[src/btb_pkg.sv]
// Package: shared types and constants for the bbox tile binner.
package btb_pkg;
  localparam int unsigned MaxLodLevels = 8;
  localparam int unsigned MaxTileRefs  = 64;
  localparam logic [15:0] DefaultTileSize = 16'd4096;
  localparam int unsigned QDepth = 2;

  typedef enum logic {
    CFG_BASE_TILE_SIZE = 1'b0,
    CFG_MAX_REFS       = 1'b1
  } cfg_idx_e;

  typedef struct packed {
    logic [2:0]         lod;
    logic [15:0]        layer;
    logic signed [31:0] min_x;
    logic signed [31:0] min_y;
    logic signed [31:0] max_x;
    logic signed [31:0] max_y;
    logic               oversize;
  } job_t;
endpackage

[src/btb_divider.sv]
// Iterative floor divider: signed 32-bit value over a positive 23-bit divisor.
module btb_divider (
  input  logic               clk_i,
  input  logic               rst_ni,
  input  logic               start_i,
  input  logic signed [31:0] num_i,
  input  logic [22:0]        den_i,
  output logic               done_o,
  output logic signed [31:0] quot_o
);
  logic [31:0] mag_q, mag_d;
  logic [31:0] quo_q, quo_d;
  logic [22:0] rem_q, rem_d;
  logic [22:0] den_q, den_d;
  logic        neg_q, neg_d;
  logic [5:0]  cnt_q, cnt_d;
  logic        busy_q, busy_d;
  logic        done_q, done_d;
  logic [23:0] trial;
  logic [23:0] diff;

  always_comb begin
    mag_d = mag_q; quo_d = quo_q; rem_d = rem_q; den_d = den_q;
    neg_d = neg_q; cnt_d = cnt_q; busy_d = busy_q; done_d = 1'b0;
    trial = {rem_q, mag_q[31]};
    diff = trial - {1'b0, den_q};
    if (start_i) begin
      neg_d = num_i[31];
      mag_d = num_i[31] ? ~num_i : num_i;
      den_d = den_i; rem_d = '0; quo_d = '0; cnt_d = '0; busy_d = 1'b1;
    end else if (busy_q) begin
      mag_d = {mag_q[30:0], 1'b0};
      if (!diff[23]) begin
        rem_d = diff[22:0]; quo_d = {quo_q[30:0], 1'b1};
      end else begin
        rem_d = trial[22:0]; quo_d = {quo_q[30:0], 1'b0};
      end
      cnt_d = cnt_q + 6'd1;
      if (cnt_q == 6'd31) begin
        busy_d = 1'b0; done_d = 1'b1;
      end
    end
  end

  // floor(v/d) for v<0 is -(floor((-v-1)/d)) - 1 = ~q
  assign quot_o = neg_q ? ~quo_q : quo_q;
  assign done_o = done_q;

  always_ff @(posedge clk_i or negedge rst_ni) begin
    if (!rst_ni) begin
      busy_q <= 1'b0; done_q <= 1'b0; cnt_q <= '0;
    end else begin
      busy_q <= busy_d; done_q <= done_d; cnt_q <= cnt_d;
    end
  end

  always_ff @(posedge clk_i) begin
    mag_q <= mag_d; quo_q <= quo_d; rem_q <= rem_d; den_q <= den_d; neg_q <= neg_d;
  end
endmodule

[src/btb_front.sv]
// Front end: corner ordering, four floor divisions and the large-shape check.
module btb_front (
  input  logic               clk_i,
  input  logic               rst_ni,
  input  logic               push_i,
  output logic               full_o,
  input  logic [2:0]         lod_level_i,
  input  logic [15:0]        layer_id_i,
  input  logic signed [31:0] corner_a_x_i,
  input  logic signed [31:0] corner_a_y_i,
  input  logic signed [31:0] corner_b_x_i,
  input  logic signed [31:0] corner_b_y_i,
  input  logic [15:0]        base_tile_size_i,
  input  logic [6:0]         max_refs_i,
  output logic               job_valid_o,
  input  logic               job_ready_i,
  output btb_pkg::job_t      job_o
);
  typedef enum logic [2:0] {S_IDLE, S_DIV, S_CHECK, S_MUL, S_OUT} state_e;
  state_e state_q;
  logic [1:0] sel_q;
  logic signed [31:0] coord_q [4];
  logic signed [31:0] res_q [4];
  logic [2:0] lod_q;
  logic [15:0] layer_q;
  logic [22:0] size_q;
  logic [6:0] limit_q;
  logic large_q;
  logic [13:0] prod_q;
  logic go_q;
  logic div_done;
  logic signed [31:0] div_quot;
  logic [32:0] spx, spy;
  logic [15:0] base;
  logic [6:0] lim;

  assign base = (base_tile_size_i == '0) ? btb_pkg::DefaultTileSize : base_tile_size_i;
  assign lim = (max_refs_i == '0) ? 7'd1 :
               (max_refs_i > 7'(btb_pkg::MaxTileRefs)) ? 7'(btb_pkg::MaxTileRefs) : max_refs_i;
  assign full_o = (state_q != S_IDLE);

  btb_divider u_div (
    .clk_i, .rst_ni,
    .start_i(go_q),
    .num_i  (coord_q[sel_q]),
    .den_i  (size_q),
    .done_o (div_done),
    .quot_o (div_quot)
  );

  assign spx = 33'(signed'({res_q[2][31], res_q[2]}) - signed'({res_q[0][31], res_q[0]}));
  assign spy = 33'(signed'({res_q[3][31], res_q[3]}) - signed'({res_q[1][31], res_q[1]}));

  always_ff @(posedge clk_i or negedge rst_ni) begin
    if (!rst_ni) begin
      state_q <= S_IDLE; sel_q <= '0; go_q <= 1'b0;
    end else begin
      go_q <= 1'b0;
      case (state_q)
        S_IDLE: begin
          if (push_i && (32'(lod_level_i) < btb_pkg::MaxLodLevels)) begin
            state_q <= S_DIV; sel_q <= '0; go_q <= 1'b1;
          end
        end
        S_DIV: begin
          if (div_done) begin
            sel_q <= sel_q + 2'd1;
            if (sel_q == 2'd3) state_q <= S_CHECK;
            else go_q <= 1'b1;
          end
        end
        S_CHECK: state_q <= S_MUL;
        S_MUL: state_q <= S_OUT;
        S_OUT: if (job_ready_i) state_q <= S_IDLE;
        default: state_q <= S_IDLE;
      endcase
    end
  end

  always_ff @(posedge clk_i) begin
    if (state_q == S_IDLE && push_i) begin
      coord_q[0] <= (corner_a_x_i < corner_b_x_i) ? corner_a_x_i : corner_b_x_i;
      coord_q[1] <= (corner_a_y_i < corner_b_y_i) ? corner_a_y_i : corner_b_y_i;
      coord_q[2] <= (corner_a_x_i < corner_b_x_i) ? corner_b_x_i : corner_a_x_i;
      coord_q[3] <= (corner_a_y_i < corner_b_y_i) ? corner_b_y_i : corner_a_y_i;
      lod_q <= lod_level_i; layer_q <= layer_id_i;
      size_q <= 23'({7'd0, base} << lod_level_i);
      limit_q <= lim;
    end
    if (state_q == S_DIV && div_done) res_q[sel_q] <= div_quot;
    if (state_q == S_CHECK) begin
      large_q <= (spx >= 33'(limit_q)) || (spy >= 33'(limit_q));
      prod_q <= {7'd0, spx[6:0] + 7'd1} * {7'd0, spy[6:0] + 7'd1};
    end
    if (state_q == S_MUL) large_q <= large_q || (prod_q > 14'(limit_q));
  end

  assign job_valid_o = (state_q == S_OUT);
  always_comb begin
    job_o.lod = lod_q; job_o.layer = layer_q;
    job_o.min_x = res_q[0]; job_o.min_y = res_q[1];
    job_o.max_x = res_q[2]; job_o.max_y = res_q[3];
    job_o.oversize = large_q;
  end
endmodule

[src/btb_back.sv]
// Back end: job queue and key walker, column outer and row inner.
module btb_back (
  input  logic               clk_i,
  input  logic               rst_ni,
  input  logic               job_valid_i,
  output logic               job_ready_o,
  input  btb_pkg::job_t      job_i,
  output logic               empty_o,
  input  logic               pop_i,
  output logic [2:0]         key_lod_o,
  output logic [15:0]        key_layer_o,
  output logic signed [31:0] tile_col_o,
  output logic signed [31:0] tile_row_o,
  output logic               large_shape_o,
  output logic               last_key_o
);
  btb_pkg::job_t q_q [btb_pkg::QDepth];
  logic [1:0] cnt_q;
  logic wp_q, rp_q;
  logic act_q;
  btb_pkg::job_t cur_q;
  logic signed [31:0] x_q, y_q;
  logic last;
  logic take;

  assign job_ready_o = (cnt_q != 2'(btb_pkg::QDepth));
  assign take = !act_q && (cnt_q != 2'd0);
  assign last = cur_q.oversize || ((x_q == cur_q.max_x) && (y_q == cur_q.max_y));

  always_ff @(posedge clk_i or negedge rst_ni) begin
    if (!rst_ni) begin
      cnt_q <= '0; wp_q <= 1'b0; rp_q <= 1'b0; act_q <= 1'b0;
    end else begin
      cnt_q <= cnt_q + 2'(job_valid_i && job_ready_o) - 2'(take);
      if (job_valid_i && job_ready_o) wp_q <= ~wp_q;
      if (take) begin
        rp_q <= ~rp_q; act_q <= 1'b1;
      end else if (act_q && pop_i && last) act_q <= 1'b0;
    end
  end

  always_ff @(posedge clk_i) begin
    if (job_valid_i && job_ready_o) q_q[wp_q] <= job_i;
    if (take) begin
      cur_q <= q_q[rp_q]; x_q <= q_q[rp_q].min_x; y_q <= q_q[rp_q].min_y;
    end else if (act_q && pop_i && !last) begin
      if (y_q == cur_q.max_y) begin
        y_q <= cur_q.min_y; x_q <= x_q + 32'sd1;
      end else y_q <= y_q + 32'sd1;
    end
  end

  assign empty_o = !act_q;
  assign key_lod_o = cur_q.lod;
  assign key_layer_o = cur_q.layer;
  assign tile_col_o = x_q;
  assign tile_row_o = y_q;
  assign large_shape_o = cur_q.oversize;
  assign last_key_o = last;

  a_cnt: assert property (@(posedge clk_i) disable iff (!rst_ni)
    cnt_q <= 2'(btb_pkg::QDepth)) else $error("queue overflow");
  a_hold: assert property (@(posedge clk_i) disable iff (!rst_ni)
    (act_q && !pop_i) |=> ($stable(x_q) && $stable(y_q))) else $error("key moved");
  a_large: assert property (@(posedge clk_i) disable iff (!rst_ni)
    (act_q && cur_q.oversize) |-> last) else $error("large not last");
endmodule

[src/bbox_tile_binner_core.sv]
// Top level: bbox tile binner, config registers, front and back ends.
// channel | direction | handshake
// input   | in        | push_i / full_o
// result  | out       | pop_i / empty_o
// config  | in        | cfg_valid_i / cfg_ready_o
// In the front end an item passes from accept to job handoff through four serial
// divisions, then the check, multiply and handoff states.
// The back end loads a queued job when idle, then gives one key per cycle while pop_i is high.
// Full stays high from accept until the job enters the two-entry queue, so no new item
// is accepted before then; a full queue stalls the front end. Reset clears control state.
module bbox_tile_binner_core (
  input  logic               clk_i,
  input  logic               rst_ni,
  input  logic               push_i,
  output logic               full_o,
  input  logic [2:0]         lod_level_i,
  input  logic [15:0]        layer_id_i,
  input  logic signed [31:0] corner_a_x_i,
  input  logic signed [31:0] corner_a_y_i,
  input  logic signed [31:0] corner_b_x_i,
  input  logic signed [31:0] corner_b_y_i,
  output logic               empty_o,
  input  logic               pop_i,
  output logic [2:0]         key_lod_o,
  output logic [15:0]        key_layer_o,
  output logic signed [31:0] tile_col_o,
  output logic signed [31:0] tile_row_o,
  output logic               large_shape_o,
  output logic               last_key_o,
  input  logic               cfg_valid_i,
  output logic               cfg_ready_o,
  input  logic [31:0]        cfg_index_i,
  input  logic [31:0]        cfg_data_i
);
  logic [15:0] base_q;
  logic [6:0] refs_q;
  logic jv, jr;
  btb_pkg::job_t job;

  assign cfg_ready_o = 1'b1;
  always_ff @(posedge clk_i or negedge rst_ni) begin
    if (!rst_ni) begin
      base_q <= btb_pkg::DefaultTileSize; refs_q <= 7'd1;
    end else if (cfg_valid_i) begin
      if (cfg_index_i == 32'(btb_pkg::CFG_BASE_TILE_SIZE)) base_q <= cfg_data_i[15:0];
      else if (cfg_index_i == 32'(btb_pkg::CFG_MAX_REFS)) refs_q <= cfg_data_i[6:0];
    end
  end

  btb_front u_front (
    .clk_i, .rst_ni, .push_i, .full_o, .lod_level_i, .layer_id_i,
    .corner_a_x_i, .corner_a_y_i, .corner_b_x_i, .corner_b_y_i,
    .base_tile_size_i(base_q), .max_refs_i(refs_q),
    .job_valid_o(jv), .job_ready_i(jr), .job_o(job)
  );

  btb_back u_back (
    .clk_i, .rst_ni, .job_valid_i(jv), .job_ready_o(jr), .job_i(job),
    .empty_o, .pop_i, .key_lod_o, .key_layer_o, .tile_col_o, .tile_row_o,
    .large_shape_o, .last_key_o
  );
endmodule
[config.mk]
export PLATFORM = sky130hd
export DESIGN_NAME = bbox_tile_binner_core
export DESIGN_NICKNAME = d
export VERILOG_FILES = /design/src/btb_pkg.sv /design/src/btb_divider.sv /design/src/btb_front.sv /design/src/btb_back.sv /design/src/bbox_tile_binner_core.sv
export SDC_FILE = /design/constraint.sdc
export NUM_CORES = 2
export LEC_CHECK = 0
export ABC_AREA = 1
export BUFFER_PORTS_ARGS = -buffer_cell sky130_fd_sc_hd__buf_2
export CORE_MARGIN = 4
export CORE_UTILIZATION = 48
export DETAILED_ROUTE_END_ITERATION = 7
export PLACE_DENSITY_LB_ADDON = 0.15
export SYNTH_ARGS = -nofsm -noshare
export SYNTH_HDL_FRONTEND = slang
export SYNTH_SLANG_ARGS = --single-unit
export TNS_END_PERCENT = 100
[constraint.sdc]
create_clock -name clk_i -period 9.8 [get_ports clk_i]
set_input_delay 0.49 -clock clk_i [delete_from_list [all_inputs] [get_ports clk_i]]
set_output_delay 0.49 -clock clk_i [all_outputs]
set_load 0.02 [all_outputs]
==> results.py <==
metrics = {
    "run_status": {
        "status": "finished clean",
    },
    "power_and_ir_drop": {
        "power.total_mw": 13.8,
        "p_comb_frac": 0.307,
        "p_leak_nw": 24.1,
        "sw_frac_of_total": 0.357,
        "p_switching_mw": 4.94,
        "seqPwrFrac": 0.420,
        "clkPwrFrac": 0.273,
        "vdd_drop_max_v": 0.000187,
        "p_int_mw": 8.89,
        "p_per_area_nw_per_um2": 250,
    },
    "die": {
        "start_util": 0.483,
        "die_h_um": 328,
        "std_cell_rows": 117,
        "dieArea_um2": 107000,
        "core_um2": 102000,
        "die_x_um": 328,
        "io_pins": 304,
    },
    "clock_network": {
        "cts.reportedPaths.clkPinSlew_ns": 0.06,
        "clock_sinks": 949,
        "cts_tree": "built",
        "cts_buffers": 101,
        "cts.path.max_buffers": 3,
        "postCtsSetupBuffers": 0,
        "cts_max_level": 3,
        "clk_latency_ns": 0.69,
        "cts.repair.resized": 0,
        "cts_root_buf": "clkbuf_16",
    },
    "setup_path": {
        "cp-start-kind": "register",
        "crit_buf_inv": 6,
        "cp_max_fo": 6,
        "worst_ep_arrival_time_ns": 6.80,
        "cp-end-kind": "register",
        "critPathRequiredTime_ns": 10.23,
        "path_class": "register to register",
        "cp_top_family": "adder cells",
        "slowest_delay_ns": 0.56,
        "crit_top_cell": "nand2_1",
        "cpMaxStageDelayCell": "xor2_1",
    },
    "placement": {
        "port_buffers": 286,
        "hpwlAfterDp_um": 85600,
        "place_inst": 6688,
        "pre_cts_ws_ns": 3.41,
        "globalplace.congestion": 0.920,
        "placed_area_um2": 51800,
    },
    "yosys": {
        "synth_top_area_cell": "edfxtp_1",
        "synth_cell_types": 71,
        "ys.flop_type": "edfxtp_1",
        "synth_edf_count": 852,
        "synth_seq_area_share": 0.565,
        "synth_seq_cells": 949,
        "synthCells": 5165,
        "ys_warn_count": 0,
        "postSynth.asyncResetShare": 0.0443,
        "syn-num-nets": 5621,
        "yosysMostFrequentCell": "nand2_1",
        "synth_top_area_share": 0.521,
        "synth_common_cells": "nand2_1 (1685), edfxtp_1 (852), inv_1 (620), nor2_1 (345), o21ai_0 (276)",
        "synth_area_um2": 49100,
        "synth_area_per_cell_um2": 9.50,
        "synthTopCellsByArea": "edfxtp_1 (52%), nand2_1 (13%), ha_1 (5.4%), inv_1 (4.7%), o21ai_0 (2.8%)",
    },
    "routing": {
        "wirelength_um": 120000,
        "drc": 0,
        "dr_total_vias": 35042,
        "viasPerCell": 5.08,
        "drt_first_pass_iters": 6,
        "ant_nets": 0,
        "wl_per_cell_um": 17.4,
        "drt_iter0_markers": 2660,
    },
    "final_layout": {
        "postLayoutCoreUtil": 0.545,
        "final_cell_area_um2": 55300,
        "syn_to_final_growth_pct": 12.7,
        "drive_gt1_frac": 0.103,
        "fin_cells": 6892,
        "layout.nets": 5897,
    },
    "sta": {
        "fin_setup_tns_ns": 0,
        "setup_viol": 0,
        "slew_headroom": 0.184,
        "rsz0062_at_grt": "false",
        "worstMarginPinSlew_ns": 1.22,
        "skew_ns": 0.0277,
        "period_needed_ns": 6.37,
        "setup_ws_ns": 3.43,
        "final.period_utilization": 0.650,
        "whs_ns": 0.0549,
        "maxSlewViolCount": 0,
        "hold_viol": 0,
        "fmax_mhz": 157,
    },
    "global_routing": {
        "grt_max_degree": 183,
        "grt_pass1_wl_um": 186000,
        "first_global_vias": 33281,
        "antenna_found_initial": 11,
        "grt_overflow_total": 0,
        "globalRouteTotalUtil": 0.221,
    },
    "min_path": {
        "hp-class": "primary input to register",
    },
    "run": {
        "cap_violations": 0,
    },
}
[worst paths after layout]
check	startpoint	endpoint	slack, ns	cells past startpoint
max	u_front.res_q[3][0]$_DFFE_PP_	u_front.prod_q[12]$_DFFE_PN_	3.43	29
min	cfg_data_i[12]	base_q[12]$_DFFE_PN1P_	0.05	2
max reg2reg	u_front.res_q[3][0]$_DFFE_PP_	u_front.prod_q[12]$_DFFE_PN_	3.43	29
min reg2reg	u_front.size_q[2]$_SDFFCE_PP0P_	u_front.u_div.den_q[2]$_DFFE_PP_	0.42	0
max in group asynchronous	rst_ni	u_back.rp_q$_DFFE_PN0P_	8.83	3
min in group asynchronous	rst_ni	refs_q[4]$_DFFE_PN0P_	0.46	3
[power groups by stage]
stage | clock (mW) | combinational [mW] | sequential (mW)
2_1_floorplan | 0 | 2.89 | 5.94
3_3_place_gp | 0 | 4.22 | 5.88
3_5_place_dp | 0 | 4.29 | 5.90
4_1_cts | 3.88 | 4.31 | 5.81
5_1_grt | 4.04 | 4.79 | 5.88
6_report | 3.77 | 4.25 | 5.81
[cell families after synthesis]
| family | after synthesis | share of synthesized area |
|---|---|---|
| compound gates | 588 | 0.0659 |
| xor+xnor | 214 | 0.0382 |
| other cells | 1 | 0.0000764 |
| mux | 11 | 0.00242 |
| flops | 949 | 0.565 |
| fa+ha+maj | 240 | 0.0653 |
| buf+inv | 789 | 0.0640 |
| simple gates | 2373 | 0.199 |
[sequential cells by signal, summed over array words and instances, names as in the netlist, 32 cells and up]
register	cells
u_front.res_q	128
u_front.u_div.mag_q	32
u_back.tile_col_o	32
u_back.cur_q	96
u_back.tile_row_o	32
u_front.u_div.quo_q	32
u_back.q_q	296
u_front.coord_q	128
[cells in the final DEF (no fill, tap or decap), types with 19 or more instances in the layout]
| master | count |
|---|---|
| ha_1 | 213 |
| inv_1 | 617 |
| o22ai_1 | 65 |
| nor4_1 | 27 |
| clkbuf_16 | 105 |
| xnor2_1 | 80 |
| dfxtp_1 | 55 |
| nor2_1 | 337 |
| fa_1 | 27 |
| nor3_1 | 42 |
| o21ai_1 | 29 |
| dfrtp_1 | 38 |
| edfxtp_1 | 852 |
| o21ai_0 | 275 |
| a31oi_1 | 22 |
| nand4_1 | 47 |
| nand2_1 | 1683 |
| buf_4 | 30 |
| buf_2 | 286 |
| a21oi_1 | 136 |
| xor2_1 | 134 |
| clkinv_1 | 19 |
| nand3_1 | 135 |
[metal layers]
layer  routed length (um)  track usage  share of wire
met5                   25            0        0.00021
met3                 6330       0.0293          0.053
met2                56200        0.366           0.47
met1                54200        0.305           0.45
met4                 3350       0.0699          0.028
[timing repair]
action / CTS / global route
hold buffers: 18 / 0
endpoints found under the setup margin: 0 / 0
endpoints found under the hold margin: 57 / 0
[cell type report]
cell class,instances,area [um2]
fillers,9166,46300
flip-flops and latches,949,27700
multi-input cells,3427,18300
clock buffers,124,2750
inverters,624,2340
repair buffers,338,1920
well taps,1368,1710
clock inverters,55,539
diodes,7,17.5
Note: power is estimated with default switching activity, not from simulation.
